--- src/hdl/pkef_pkg.sv ---
`timescale 1ns / 1ps
package pkef_pkg;

    // register indexes of the configuration port
    localparam logic [1:0] REG_LONG_PRESS   = 2'd0;
    localparam logic [1:0] REG_COMBO_WINDOW = 2'd1;
    localparam logic [1:0] REG_DOUBLE_PRESS = 2'd2;
    localparam logic [1:0] REG_DIRECT_OFF   = 2'd3;

    localparam logic [15:0] LONG_PRESS_RST   = 16'd1000;
    localparam logic [15:0] COMBO_WINDOW_RST = 16'd300;
    localparam logic [15:0] DOUBLE_PRESS_RST = 16'd700;

    // request kinds
    localparam logic ACTION_EVENT = 1'b0;
    localparam logic ACTION_TICK  = 1'b1;

    // event classes
    localparam logic [4:0] EV_KEY = 5'd1;
    localparam logic [4:0] EV_REL = 5'd2;
    localparam logic [4:0] EV_ABS = 5'd3;

    // key values
    localparam logic [1:0] KEY_UP     = 2'd0;
    localparam logic [1:0] KEY_DOWN   = 2'd1;
    localparam logic [1:0] KEY_REPEAT = 2'd2;

    // key codes
    localparam logic [9:0] CODE_POWER   = 10'd116;
    localparam logic [9:0] CODE_VOLDOWN = 10'd114;
    localparam logic [9:0] CODE_VOLUP   = 10'd115;
    localparam logic [9:0] CODE_CAMERA  = 10'd212;
    localparam logic [9:0] CODE_EXIT    = 10'd174;
    localparam logic [9:0] CODE_PHONE   = 10'd169;
    localparam logic [9:0] CODE_CONFIG  = 10'd171;
    localparam logic [9:0] CODE_SEARCH  = 10'd217;
    localparam logic [9:0] CODE_SCRLOCK = 10'h098;
    localparam logic [9:0] CODE_RSV_LO  = 10'h1DB;
    localparam logic [9:0] CODE_RSV_HI  = 10'h1DE;

    typedef enum logic [1:0] {
        COMBO_IDLE    = 2'd0,
        COMBO_FIRST   = 2'd1,
        COMBO_CAPTURE = 2'd2
    } t_combo_phase;

    typedef enum logic [1:0] {
        ACT_NONE     = 2'd0,
        ACT_POPUP    = 2'd1,
        ACT_POWEROFF = 2'd2
    } t_long_act;

    typedef struct packed {
        logic [15:0] long_press_ticks;
        logic [15:0] combo_window_ticks;
        logic [15:0] double_press_ticks;
        logic        direct_poweroff;
    } t_cfg;

    typedef struct packed {
        logic       action;
        logic [4:0] event_type;
        logic [9:0] key_code;
        logic [1:0] key_value;
        logic       display_on;
        logic       hold_blocked;
        logic       first_in_batch;
        logic       last_in_batch;
    } t_item;

    typedef struct packed {
        logic         ignore_verdict;
        logic         verdict_valid;
        logic         lcd_off_request;
        t_long_act    long_press_action;
        t_combo_phase combo_state;
    } t_result;

endpackage

--- src/hdl/pkef_cfg_regs.sv ---
`timescale 1ns / 1ps
module pkef_cfg_regs
    import pkef_pkg::*;
(
    input  logic        i_clk,
    input  logic        i_rst_n,
    input  logic        i_cfg_valid,
    input  logic [1:0]  i_cfg_index,
    input  logic [15:0] i_cfg_data,
    output t_cfg        o_cfg
);

    t_cfg r_cfg;

    always_ff @(posedge i_clk) begin
        if (!i_rst_n) begin
            r_cfg.long_press_ticks   <= LONG_PRESS_RST;
            r_cfg.combo_window_ticks <= COMBO_WINDOW_RST;
            r_cfg.double_press_ticks <= DOUBLE_PRESS_RST;
            r_cfg.direct_poweroff    <= 1'b0;
        end else if (i_cfg_valid) begin
            unique case (i_cfg_index)
                REG_LONG_PRESS:   r_cfg.long_press_ticks   <= i_cfg_data;
                REG_COMBO_WINDOW: r_cfg.combo_window_ticks <= i_cfg_data;
                REG_DOUBLE_PRESS: r_cfg.double_press_ticks <= i_cfg_data;
                REG_DIRECT_OFF:   r_cfg.direct_poweroff    <= i_cfg_data[0];
                default:          r_cfg                    <= r_cfg;
            endcase
        end
    end

    assign o_cfg = r_cfg;

endmodule

--- src/hdl/pkef_filter.sv ---
`timescale 1ns / 1ps
module pkef_filter
    import pkef_pkg::*;
(
    input  logic    i_clk,
    input  logic    i_rst_n,
    input  logic    i_step,
    input  t_item   i_item,
    input  t_cfg    i_cfg,
    output t_result o_result
);

    logic [31:0]  r_clock_now,        n_clock_now;
    logic [31:0]  r_last_press_time,  n_last_press_time;
    logic         r_press_seen,       n_press_seen;
    logic [15:0]  r_long_remaining,   n_long_remaining;
    logic         r_long_active,      n_long_active;
    logic [15:0]  r_combo_remaining,  n_combo_remaining;
    logic         r_combo_timer,      n_combo_timer;
    t_combo_phase r_combo_phase,      n_combo_phase;
    logic         r_cancel_lcd_off,   n_cancel_lcd_off;
    logic         r_power_suppressed, n_power_suppressed;
    logic         r_running_ignore,   n_running_ignore;

    logic [31:0] w_elapsed;
    logic        w_press_close;
    logic        w_held_long;
    logic        w_reserved;
    t_long_act   w_fire_act;

    assign w_elapsed     = r_clock_now - r_last_press_time;
    assign w_press_close = r_press_seen && (w_elapsed < {16'd0, i_cfg.double_press_ticks});
    assign w_held_long   = !r_press_seen || (w_elapsed > {16'd0, i_cfg.long_press_ticks});
    assign w_reserved    = (i_item.key_code == CODE_SCRLOCK) ||
                           ((i_item.key_code >= CODE_RSV_LO) && (i_item.key_code <= CODE_RSV_HI));
    assign w_fire_act    = i_cfg.direct_poweroff ? ACT_POWEROFF : ACT_POPUP;

    always_comb begin
        logic v_ign;
        n_clock_now        = r_clock_now;
        n_last_press_time  = r_last_press_time;
        n_press_seen       = r_press_seen;
        n_long_remaining   = r_long_remaining;
        n_long_active      = r_long_active;
        n_combo_remaining  = r_combo_remaining;
        n_combo_timer      = r_combo_timer;
        n_combo_phase      = r_combo_phase;
        n_cancel_lcd_off   = r_cancel_lcd_off;
        n_power_suppressed = r_power_suppressed;
        n_running_ignore   = r_running_ignore;
        v_ign              = 1'b1;
        o_result.verdict_valid     = 1'b0;
        o_result.lcd_off_request   = 1'b0;
        o_result.long_press_action = ACT_NONE;

        if (i_step) begin
            if (i_item.action == ACTION_TICK) begin
                n_clock_now = r_clock_now + 32'd1;
                if (r_long_active) begin
                    if (r_long_remaining <= 16'd1) begin
                        n_long_active    = 1'b0;
                        n_long_remaining = '0;
                        n_cancel_lcd_off = 1'b1;
                        o_result.long_press_action = w_fire_act;
                    end else begin
                        n_long_remaining = r_long_remaining - 16'd1;
                    end
                end
                if (r_combo_timer) begin
                    if (r_combo_remaining <= 16'd1) begin
                        n_combo_timer     = 1'b0;
                        n_combo_remaining = '0;
                        n_combo_phase     = COMBO_IDLE;
                    end else begin
                        n_combo_remaining = r_combo_remaining - 16'd1;
                    end
                end
            end else begin
                o_result.verdict_valid = i_item.last_in_batch;
                if (i_item.first_in_batch) begin
                    n_running_ignore = 1'b1;
                end
                if (i_item.event_type == EV_KEY) begin
                    // key events: a power or volume-down press opens the capture window or completes the combination
                    unique if (i_item.key_code == CODE_POWER) begin
                        unique case (i_item.key_value)
                            KEY_UP: begin
                                if (i_item.display_on && !r_cancel_lcd_off &&
                                    (r_combo_phase != COMBO_CAPTURE)) begin
                                    o_result.lcd_off_request = !i_item.hold_blocked;
                                end else begin
                                    v_ign = r_power_suppressed;
                                end
                                n_combo_phase     = COMBO_IDLE;
                                n_combo_timer     = 1'b0;
                                n_combo_remaining = '0;
                                n_cancel_lcd_off  = 1'b0;
                                n_long_active     = 1'b0;
                                n_long_remaining  = '0;
                            end
                            KEY_DOWN: begin
                                if (w_press_close) begin
                                    n_power_suppressed = 1'b1;
                                end else begin
                                    n_power_suppressed = 1'b0;
                                    n_last_press_time  = r_clock_now;
                                    n_press_seen       = 1'b1;
                                    unique case (r_combo_phase)
                                        COMBO_IDLE: begin
                                            n_long_remaining  = i_cfg.long_press_ticks;
                                            n_long_active     = 1'b1;
                                            n_combo_phase     = COMBO_FIRST;
                                            n_combo_remaining = i_cfg.combo_window_ticks;
                                            n_combo_timer     = 1'b1;
                                        end
                                        COMBO_FIRST: begin
                                            n_combo_timer     = 1'b0;
                                            n_combo_remaining = '0;
                                            n_combo_phase     = COMBO_CAPTURE;
                                            v_ign             = 1'b0;
                                        end
                                        default: v_ign = 1'b1;
                                    endcase
                                end
                            end
                            KEY_REPEAT: begin
                                if (w_held_long) begin
                                    n_cancel_lcd_off = 1'b1;
                                    o_result.long_press_action = w_fire_act;
                                end
                            end
                            default: v_ign = 1'b1;
                        endcase
                    end else if (i_item.key_code == CODE_VOLDOWN) begin
                        if (i_item.key_value == KEY_DOWN) begin
                            unique case (r_combo_phase)
                                COMBO_IDLE: begin
                                    n_combo_phase     = COMBO_FIRST;
                                    n_combo_remaining = i_cfg.combo_window_ticks;
                                    n_combo_timer     = 1'b1;
                                end
                                COMBO_FIRST: begin
                                    n_combo_timer     = 1'b0;
                                    n_combo_remaining = '0;
                                    n_combo_phase     = COMBO_CAPTURE;
                                    v_ign             = 1'b0;
                                end
                                default: v_ign = 1'b1;
                            endcase
                        end else if ((i_item.key_value == KEY_UP) &&
                                     (r_combo_phase != COMBO_CAPTURE)) begin
                            n_combo_phase     = COMBO_IDLE;
                            n_combo_timer     = 1'b0;
                            n_combo_remaining = '0;
                            v_ign             = !i_item.display_on;
                        end
                    end else if ((i_item.key_code == CODE_VOLUP)  ||
                                 (i_item.key_code == CODE_CAMERA) ||
                                 (i_item.key_code == CODE_EXIT)   ||
                                 (i_item.key_code == CODE_PHONE)  ||
                                 (i_item.key_code == CODE_CONFIG) ||
                                 (i_item.key_code == CODE_SEARCH)) begin
                        n_combo_phase     = COMBO_IDLE;
                        n_combo_timer     = 1'b0;
                        n_combo_remaining = '0;
                        v_ign             = !i_item.display_on;
                    end else begin
                        n_combo_phase     = COMBO_IDLE;
                        n_combo_timer     = 1'b0;
                        n_combo_remaining = '0;
                        v_ign             = w_reserved;
                    end
                    n_running_ignore = v_ign;
                end else if (i_item.event_type == EV_REL) begin
                    n_running_ignore = 1'b0;
                end else if ((i_item.event_type == EV_ABS) && i_item.display_on) begin
                    n_running_ignore = 1'b0;
                end
            end
        end

        o_result.ignore_verdict = n_running_ignore;
        o_result.combo_state    = n_combo_phase;
    end

    always_ff @(posedge i_clk) begin
        if (!i_rst_n) begin
            r_clock_now        <= '0;
            r_last_press_time  <= '0;
            r_press_seen       <= 1'b0;
            r_long_remaining   <= '0;
            r_long_active      <= 1'b0;
            r_combo_remaining  <= '0;
            r_combo_timer      <= 1'b0;
            r_combo_phase      <= COMBO_IDLE;
            r_cancel_lcd_off   <= 1'b0;
            r_power_suppressed <= 1'b0;
            r_running_ignore   <= 1'b1;
        end else begin
            r_clock_now        <= n_clock_now;
            r_last_press_time  <= n_last_press_time;
            r_press_seen       <= n_press_seen;
            r_long_remaining   <= n_long_remaining;
            r_long_active      <= n_long_active;
            r_combo_remaining  <= n_combo_remaining;
            r_combo_timer      <= n_combo_timer;
            r_combo_phase      <= n_combo_phase;
            r_cancel_lcd_off   <= n_cancel_lcd_off;
            r_power_suppressed <= n_power_suppressed;
            r_running_ignore   <= n_running_ignore;
        end
    end

endmodule

--- src/hdl/power_key_event_filter.sv ---
`timescale 1ns / 1ps
// channel   | direction | handshake                  | payload
// ----------+-----------+----------------------------+----------------------------------
// request   | in        | i_valid / o_stall          | action, event, key, batch flags
// result    | out       | o_valid / i_stall          | verdict, lcd off, long press, combo
// config    | in        | i_cfg_valid / o_cfg_ready  | i_cfg_index, i_cfg_data
//
// one request per cycle sustained while the result channel is not stalled; each accepted request passes
// through the request register, which feeds the filter update logic, which writes the result register
// synchronous active-low reset: timers and combo idle, verdict set to ignore, config defaults
// a stalled result holds the result register; the request register then stalls upstream
// config writes are always ready and land in the config registers
module power_key_event_filter
    import pkef_pkg::*;
(
    input  logic        i_clk,
    input  logic        i_rst_n,
    // request channel
    input  logic        i_valid,
    output logic        o_stall,
    input  logic        i_action,
    input  logic [4:0]  i_event_type,
    input  logic [9:0]  i_key_code,
    input  logic [1:0]  i_key_value,
    input  logic        i_display_on,
    input  logic        i_hold_blocked,
    input  logic        i_first_in_batch,
    input  logic        i_last_in_batch,
    // result channel
    output logic        o_valid,
    input  logic        i_stall,
    output logic        o_ignore_verdict,
    output logic        o_verdict_valid,
    output logic        o_lcd_off_request,
    output logic [1:0]  o_long_press_action,
    output logic [1:0]  o_combo_state,
    // configuration write channel
    input  logic        i_cfg_valid,
    output logic        o_cfg_ready,
    input  logic [1:0]  i_cfg_index,
    input  logic [15:0] i_cfg_data
);

    t_cfg    w_cfg;
    t_item   r_in;
    logic    r_in_valid;
    t_result w_result;
    t_result r_out;
    logic    r_out_valid;
    logic    w_advance;
    logic    w_accept;

    assign o_cfg_ready = 1'b1;

    pkef_cfg_regs u_cfg_regs (
        .i_clk       (i_clk),
        .i_rst_n     (i_rst_n),
        .i_cfg_valid (i_cfg_valid),
        .i_cfg_index (i_cfg_index),
        .i_cfg_data  (i_cfg_data),
        .o_cfg       (w_cfg)
    );

    // result register moves when empty or taken downstream
    assign w_advance = !r_out_valid || !i_stall;
    assign o_stall   = r_in_valid && !w_advance;
    assign w_accept  = i_valid && !o_stall;

    always_ff @(posedge i_clk) begin
        if (!i_rst_n) begin
            r_in_valid <= 1'b0;
        end else if (w_accept) begin
            r_in_valid <= 1'b1;
        end else if (w_advance) begin
            r_in_valid <= 1'b0;
        end
    end

    // request payload, no reset needed
    always_ff @(posedge i_clk) begin
        if (w_accept) begin
            r_in.action         <= i_action;
            r_in.event_type     <= i_event_type;
            r_in.key_code       <= i_key_code;
            r_in.key_value      <= i_key_value;
            r_in.display_on     <= i_display_on;
            r_in.hold_blocked   <= i_hold_blocked;
            r_in.first_in_batch <= i_first_in_batch;
            r_in.last_in_batch  <= i_last_in_batch;
        end
    end

    // filter state advances only when the held request moves into the result register
    pkef_filter u_filter (
        .i_clk    (i_clk),
        .i_rst_n  (i_rst_n),
        .i_step   (r_in_valid && w_advance),
        .i_item   (r_in),
        .i_cfg    (w_cfg),
        .o_result (w_result)
    );

    always_ff @(posedge i_clk) begin
        if (!i_rst_n) begin
            r_out_valid <= 1'b0;
        end else if (w_advance) begin
            r_out_valid <= r_in_valid;
        end
    end

    always_ff @(posedge i_clk) begin
        if (w_advance && r_in_valid) begin
            r_out <= w_result;
        end
    end

    assign o_valid             = r_out_valid;
    assign o_ignore_verdict    = r_out.ignore_verdict;
    assign o_verdict_valid     = r_out.verdict_valid;
    assign o_lcd_off_request   = r_out.lcd_off_request;
    assign o_long_press_action = r_out.long_press_action;
    assign o_combo_state       = r_out.combo_state;

endmodule

--- config.mk ---
export PLATFORM = sky130hd
export DESIGN_NAME = power_key_event_filter
export DESIGN_NICKNAME = d
export VERILOG_FILES = /design/src/hdl/pkef_pkg.sv /design/src/hdl/pkef_cfg_regs.sv /design/src/hdl/pkef_filter.sv /design/src/hdl/power_key_event_filter.sv
export SDC_FILE = /design/constraint.sdc
export NUM_CORES = 1
export LEC_CHECK = 0
export ABC_AREA = 1
export BUFFER_PORTS_ARGS = -buffer_cell sky130_fd_sc_hd__clkbuf_2
export CELL_PAD_IN_SITES_DETAIL_PLACEMENT = 1
export CELL_PAD_IN_SITES_GLOBAL_PLACEMENT = 2
export CORE_MARGIN = 4
export CORE_UTILIZATION = 39
export CTS_BUF_LIST = sky130_fd_sc_hd__clkbuf_8
export DETAILED_ROUTE_END_ITERATION = 8
export PLACE_DENSITY_LB_ADDON = 0.15
export SLEW_MARGIN = 5
export SYNTH_ARGS = -nofsm -noshare
export SYNTH_HDL_FRONTEND = slang
export SYNTH_HIERARCHICAL = 1
export SYNTH_SLANG_ARGS = --single-unit
--- constraint.sdc ---
create_clock -name i_clk -period 5.2 [get_ports i_clk]
set_input_delay 0.26 -clock i_clk [delete_from_list [all_inputs] [get_ports i_clk]]
set_output_delay 0.26 -clock i_clk [all_outputs]
set_load 0.02 [all_outputs]
==> impl_metrics.env <==
export IMPL_status="complete, no violations"
export IMPL_critPathRequiredTime_ps=5530
export IMPL_async_flop_share_pct=0
export IMPL_post_route_min_period_ps=4307
export IMPL_synth_cells=1829
export IMPL_final_area_um2=13400
export IMPL_die_w_um=185.2
export IMPL_io_pins=55
export IMPL_fmax_ghz=0.2322
export IMPL_intPower_mw=2.047
export IMPL_wirelength_mm=38.09
export IMPL_yosysTopAreaCell="dfxtp_1"
export IMPL_start_kind="flip-flop"
export IMPL_grt_max_degree=67
export IMPL_wl_per_cell_um=16.61
export IMPL_n_antenna_cell=0
export IMPL_syn_area_um2=12240
export IMPL_multiInputGateArea_um2=6750
export IMPL_cts_resized=0
export IMPL_clock_sinks=184
export IMPL_hold_path_class="primary input to flip-flop"
export IMPL_ys_flop_type="dfxtp_1"
export IMPL_p_leak_nw=6.492
export IMPL_p_sw_mw=0.8020
export IMPL_path_class="flip-flop to flip-flop"
export IMPL_tightest_slew_ps=940.6
export IMPL_hold_viol=0
export IMPL_ys_top_cells_by_count="nand2_1 (443), inv_1 (318), nor2_1 (188)"
export IMPL_fin_tns_setup_ps=0
export IMPL_dieHeight_um=185.2
export IMPL_critPathArrivalTime_ps=4630
export IMPL_gp_congestion=0.8553
export IMPL_die_area_um2=34290
export IMPL_drtAntennaViolNets=0
export IMPL_drive_above_1_share_pct=8.540
export IMPL_coreArea_um2=30750
export IMPL_p_sw_share_pct=28.15
export IMPL_postPlaceCellArea_um2=12770
export IMPL_antenna_found_initial=0
export IMPL_placementRows=64
export IMPL_synth_nets=1945
export IMPL_area_delta_synth_final_pct=9.444
export IMPL_grt_pass1_wl_mm=62.37
export IMPL_grt_pass1_vias=11690
export IMPL_holdBufCountCts=23
export IMPL_cts_buffers=17
export IMPL_worst_ir_drop_vdd_mv=0.1687
export IMPL_regArea_um2=3974
export IMPL_num_vias=11650
export IMPL_num_fill_cells=4105
export IMPL_cts_tree="yes"
export IMPL_htreeDepth=4
export IMPL_synth_top_area_share_pct=25.35
export IMPL_seq_power_share_pct=53.2
export IMPL_via_per_inst=5.081
export IMPL_port_buffers=53
export IMPL_comb_power_share_pct=12.1
export IMPL_synth_edf_count=29
export IMPL_maxCapViolCount=0
export IMPL_drc=0
export IMPL_track_usage_pct=22.81
export IMPL_slew_headroom_pct=37.29
export IMPL_finalClockSkew_ps=23.46
export IMPL_power_density_nw_per_um2=212.6
export IMPL_drt_iter0_drc=547
export IMPL_maxSlewViolCount=0
export IMPL_place_inst=2238
export IMPL_fin_crit_sh_pct=82.83
export IMPL_rsz0062_at_grt="no"
export IMPL_avgSynthCellArea_um2=6.693
export IMPL_grt_overflow=0
export IMPL_clk_pin_slew_ps=90
export IMPL_synth_most_common_cell="nand2_1"
export IMPL_stdcell_count=2293
export IMPL_place_hpwl_mm=30.46
export IMPL_drtPass1Iterations=5
export IMPL_cts_root_buf="clkbuf_8"
export IMPL_path_max_fanout=55
export IMPL_yosysWarningCount=6
export IMPL_clk_path_buf_depth=2
export IMPL_setup_viol=0
export IMPL_ys_ff_latch=184
export IMPL_power_mw=2.849
export IMPL_synth_seq_area_share_pct=32.46
export IMPL_p_clk_share_pct=34.7
export IMPL_synth_area_leaders="dfxtp_1 (25%), nand2_1 (14%), inv_1 (9.8%)"
export IMPL_nNetsFinal=2000
export IMPL_critPathCaptureType="flip-flop"
export IMPL_start_util_pct=39.81
export IMPL_clock_latency_ps=480
export IMPL_post_cts_setup_buffer_count=0
export IMPL_yosys_cell_types_count=57
[per-stage QoR]
stage | utilization, % | worst slack, ps | hold WS [ps]
3_5_place_dp | 41.53 | 962.1 | 439.1
2_1_floorplan | - | 1864 | 358.9
5_1_grt | 43.57 | 472.3 | 38.04
4_1_cts | 43.57 | 916.7 | 14.14
6_report | 43.57 | 892.7 | 53.53
3_3_place_gp | 41.53 | 1077 | 436.8
[layout by cell type (no fill, tap or decap), types with 4 or more instances in the layout]
cell | Yosys | layout
inv_1 | 318 | 319
o22ai_1 | 16 | 16
nor3_1 | 30 | 30
nor2_2 | 16 | 16
edfxtp_1 | 29 | 29
dfxtp_1 | 155 | 155
a21oi_1 | 147 | 147
xor2_1 | 33 | 33
ha_1 | 70 | 70
clkbuf_2 | 0 | 52
dlygate4sd3_1 | 0 | 23
nand3b_1 | 4 | 4
nand3_4 | 4 | 4
nand2_2 | 14 | 14
nor4_1 | 10 | 10
nand3_1 | 87 | 87
clkinv_2 | 0 | 4
a211oi_2 | 4 | 4
clkbuf_8 | 0 | 18
a211oi_1 | 6 | 6
nand4_1 | 30 | 30
o211ai_1 | 4 | 4
nand2_1 | 443 | 443
buf_4 | 9 | 6
a22oi_1 | 11 | 11
o21ai_0 | 65 | 65
clkinv_1 | 4 | 4
xnor2_1 | 9 | 9
inv_2 | 10 | 10
nor2_1 | 188 | 188
o21ai_1 | 28 | 28
[cell families (layout without fill, tap and decap cells)]
group           after synthesis  in the layout  synth area share (%)
compound gates              301            301                 13.68
xor+xnor                     42             42                 3.005
fa+ha+maj                    71             71                 7.318
buf+inv                     377            445                 12.40
flops                       184            184                 32.46
other cells                   1              1               0.03063
simple gates                853            853                 31.11
[sequential cells by signal, indices dropped and copies added (netlist names), 2 cells and up]
name,cells
u_filter/r_clock_now,32
u_cfg_regs/o_cfg,49
o_long_press_action,2
o_combo_state,2
u_filter/r_long_remaining,16
r_in,22
u_filter/r_combo_remaining,16
u_filter/r_combo_phase,2
u_filter/r_last_press_time,32
[per-layer routing]
layer | track usage, % | vias up | share of wire [%]
met5 | 0 | - | 0
met4 | 4.228 | 0 | 1.1
met3 | 3.201 | 22 | 3.4
met2 | 35.13 | 140 | 43
met1 | 34.33 | 5520 | 53
li1 | - | 5968 | -
[area by class of cell]
type / count / area share (%)
multi-input combinational: 1268 / 50.38
sequential: 184 / 29.66
inverter: 332 / 9.302
timing repair buffer: 81 / 3.997
tap: 396 / 3.698
clock buffer: 18 / 1.849
clock inverter: 14 / 1.111
[critical path: stages, from the launching register on]
cell and delay, ps:
dfxtp_1 400, ha_1 440, nand2_1 160, nor2_1 170, nand2_1 90, nand2_2 110
nand2_1 60, nand2_1 160, xor2_1 330, ha_1 320, nand2_1 90, nor2_1 50
a211oi_1 190, nand2_1 80, a21oi_1 140, buf_4 210, nand3_4 120, nand2_2 240
inv_2 410, o21ai_0 300, a21oi_1 60
[final timing paths]
check	depth (start not counted)	to	from	slack (ps)
max	20	u_filter/r_last_press_time[18]	u_filter/r_clock_now[3]	890
min	3	o_valid	i_stall	50
max reg2reg	20	u_filter/r_last_press_time[18]	u_filter/r_clock_now[3]	890
min reg2reg	2	u_cfg_regs/o_cfg[3]	u_cfg_regs/o_cfg[3]	470
[power groups by stage]
stage / clock, mW / combinational, mW / sequential, mW
2_1_floorplan: 0 / 0.229 / 1.54
3_3_place_gp: 0 / 0.321 / 1.55
3_5_place_dp: 0 / 0.331 / 1.55
4_1_cts: 1.03 / 0.346 / 1.52
5_1_grt: 1.09 / 0.392 / 1.52
6_report: 0.988 / 0.345 / 1.52
Note: power is estimated with default switching activity, not from simulation.
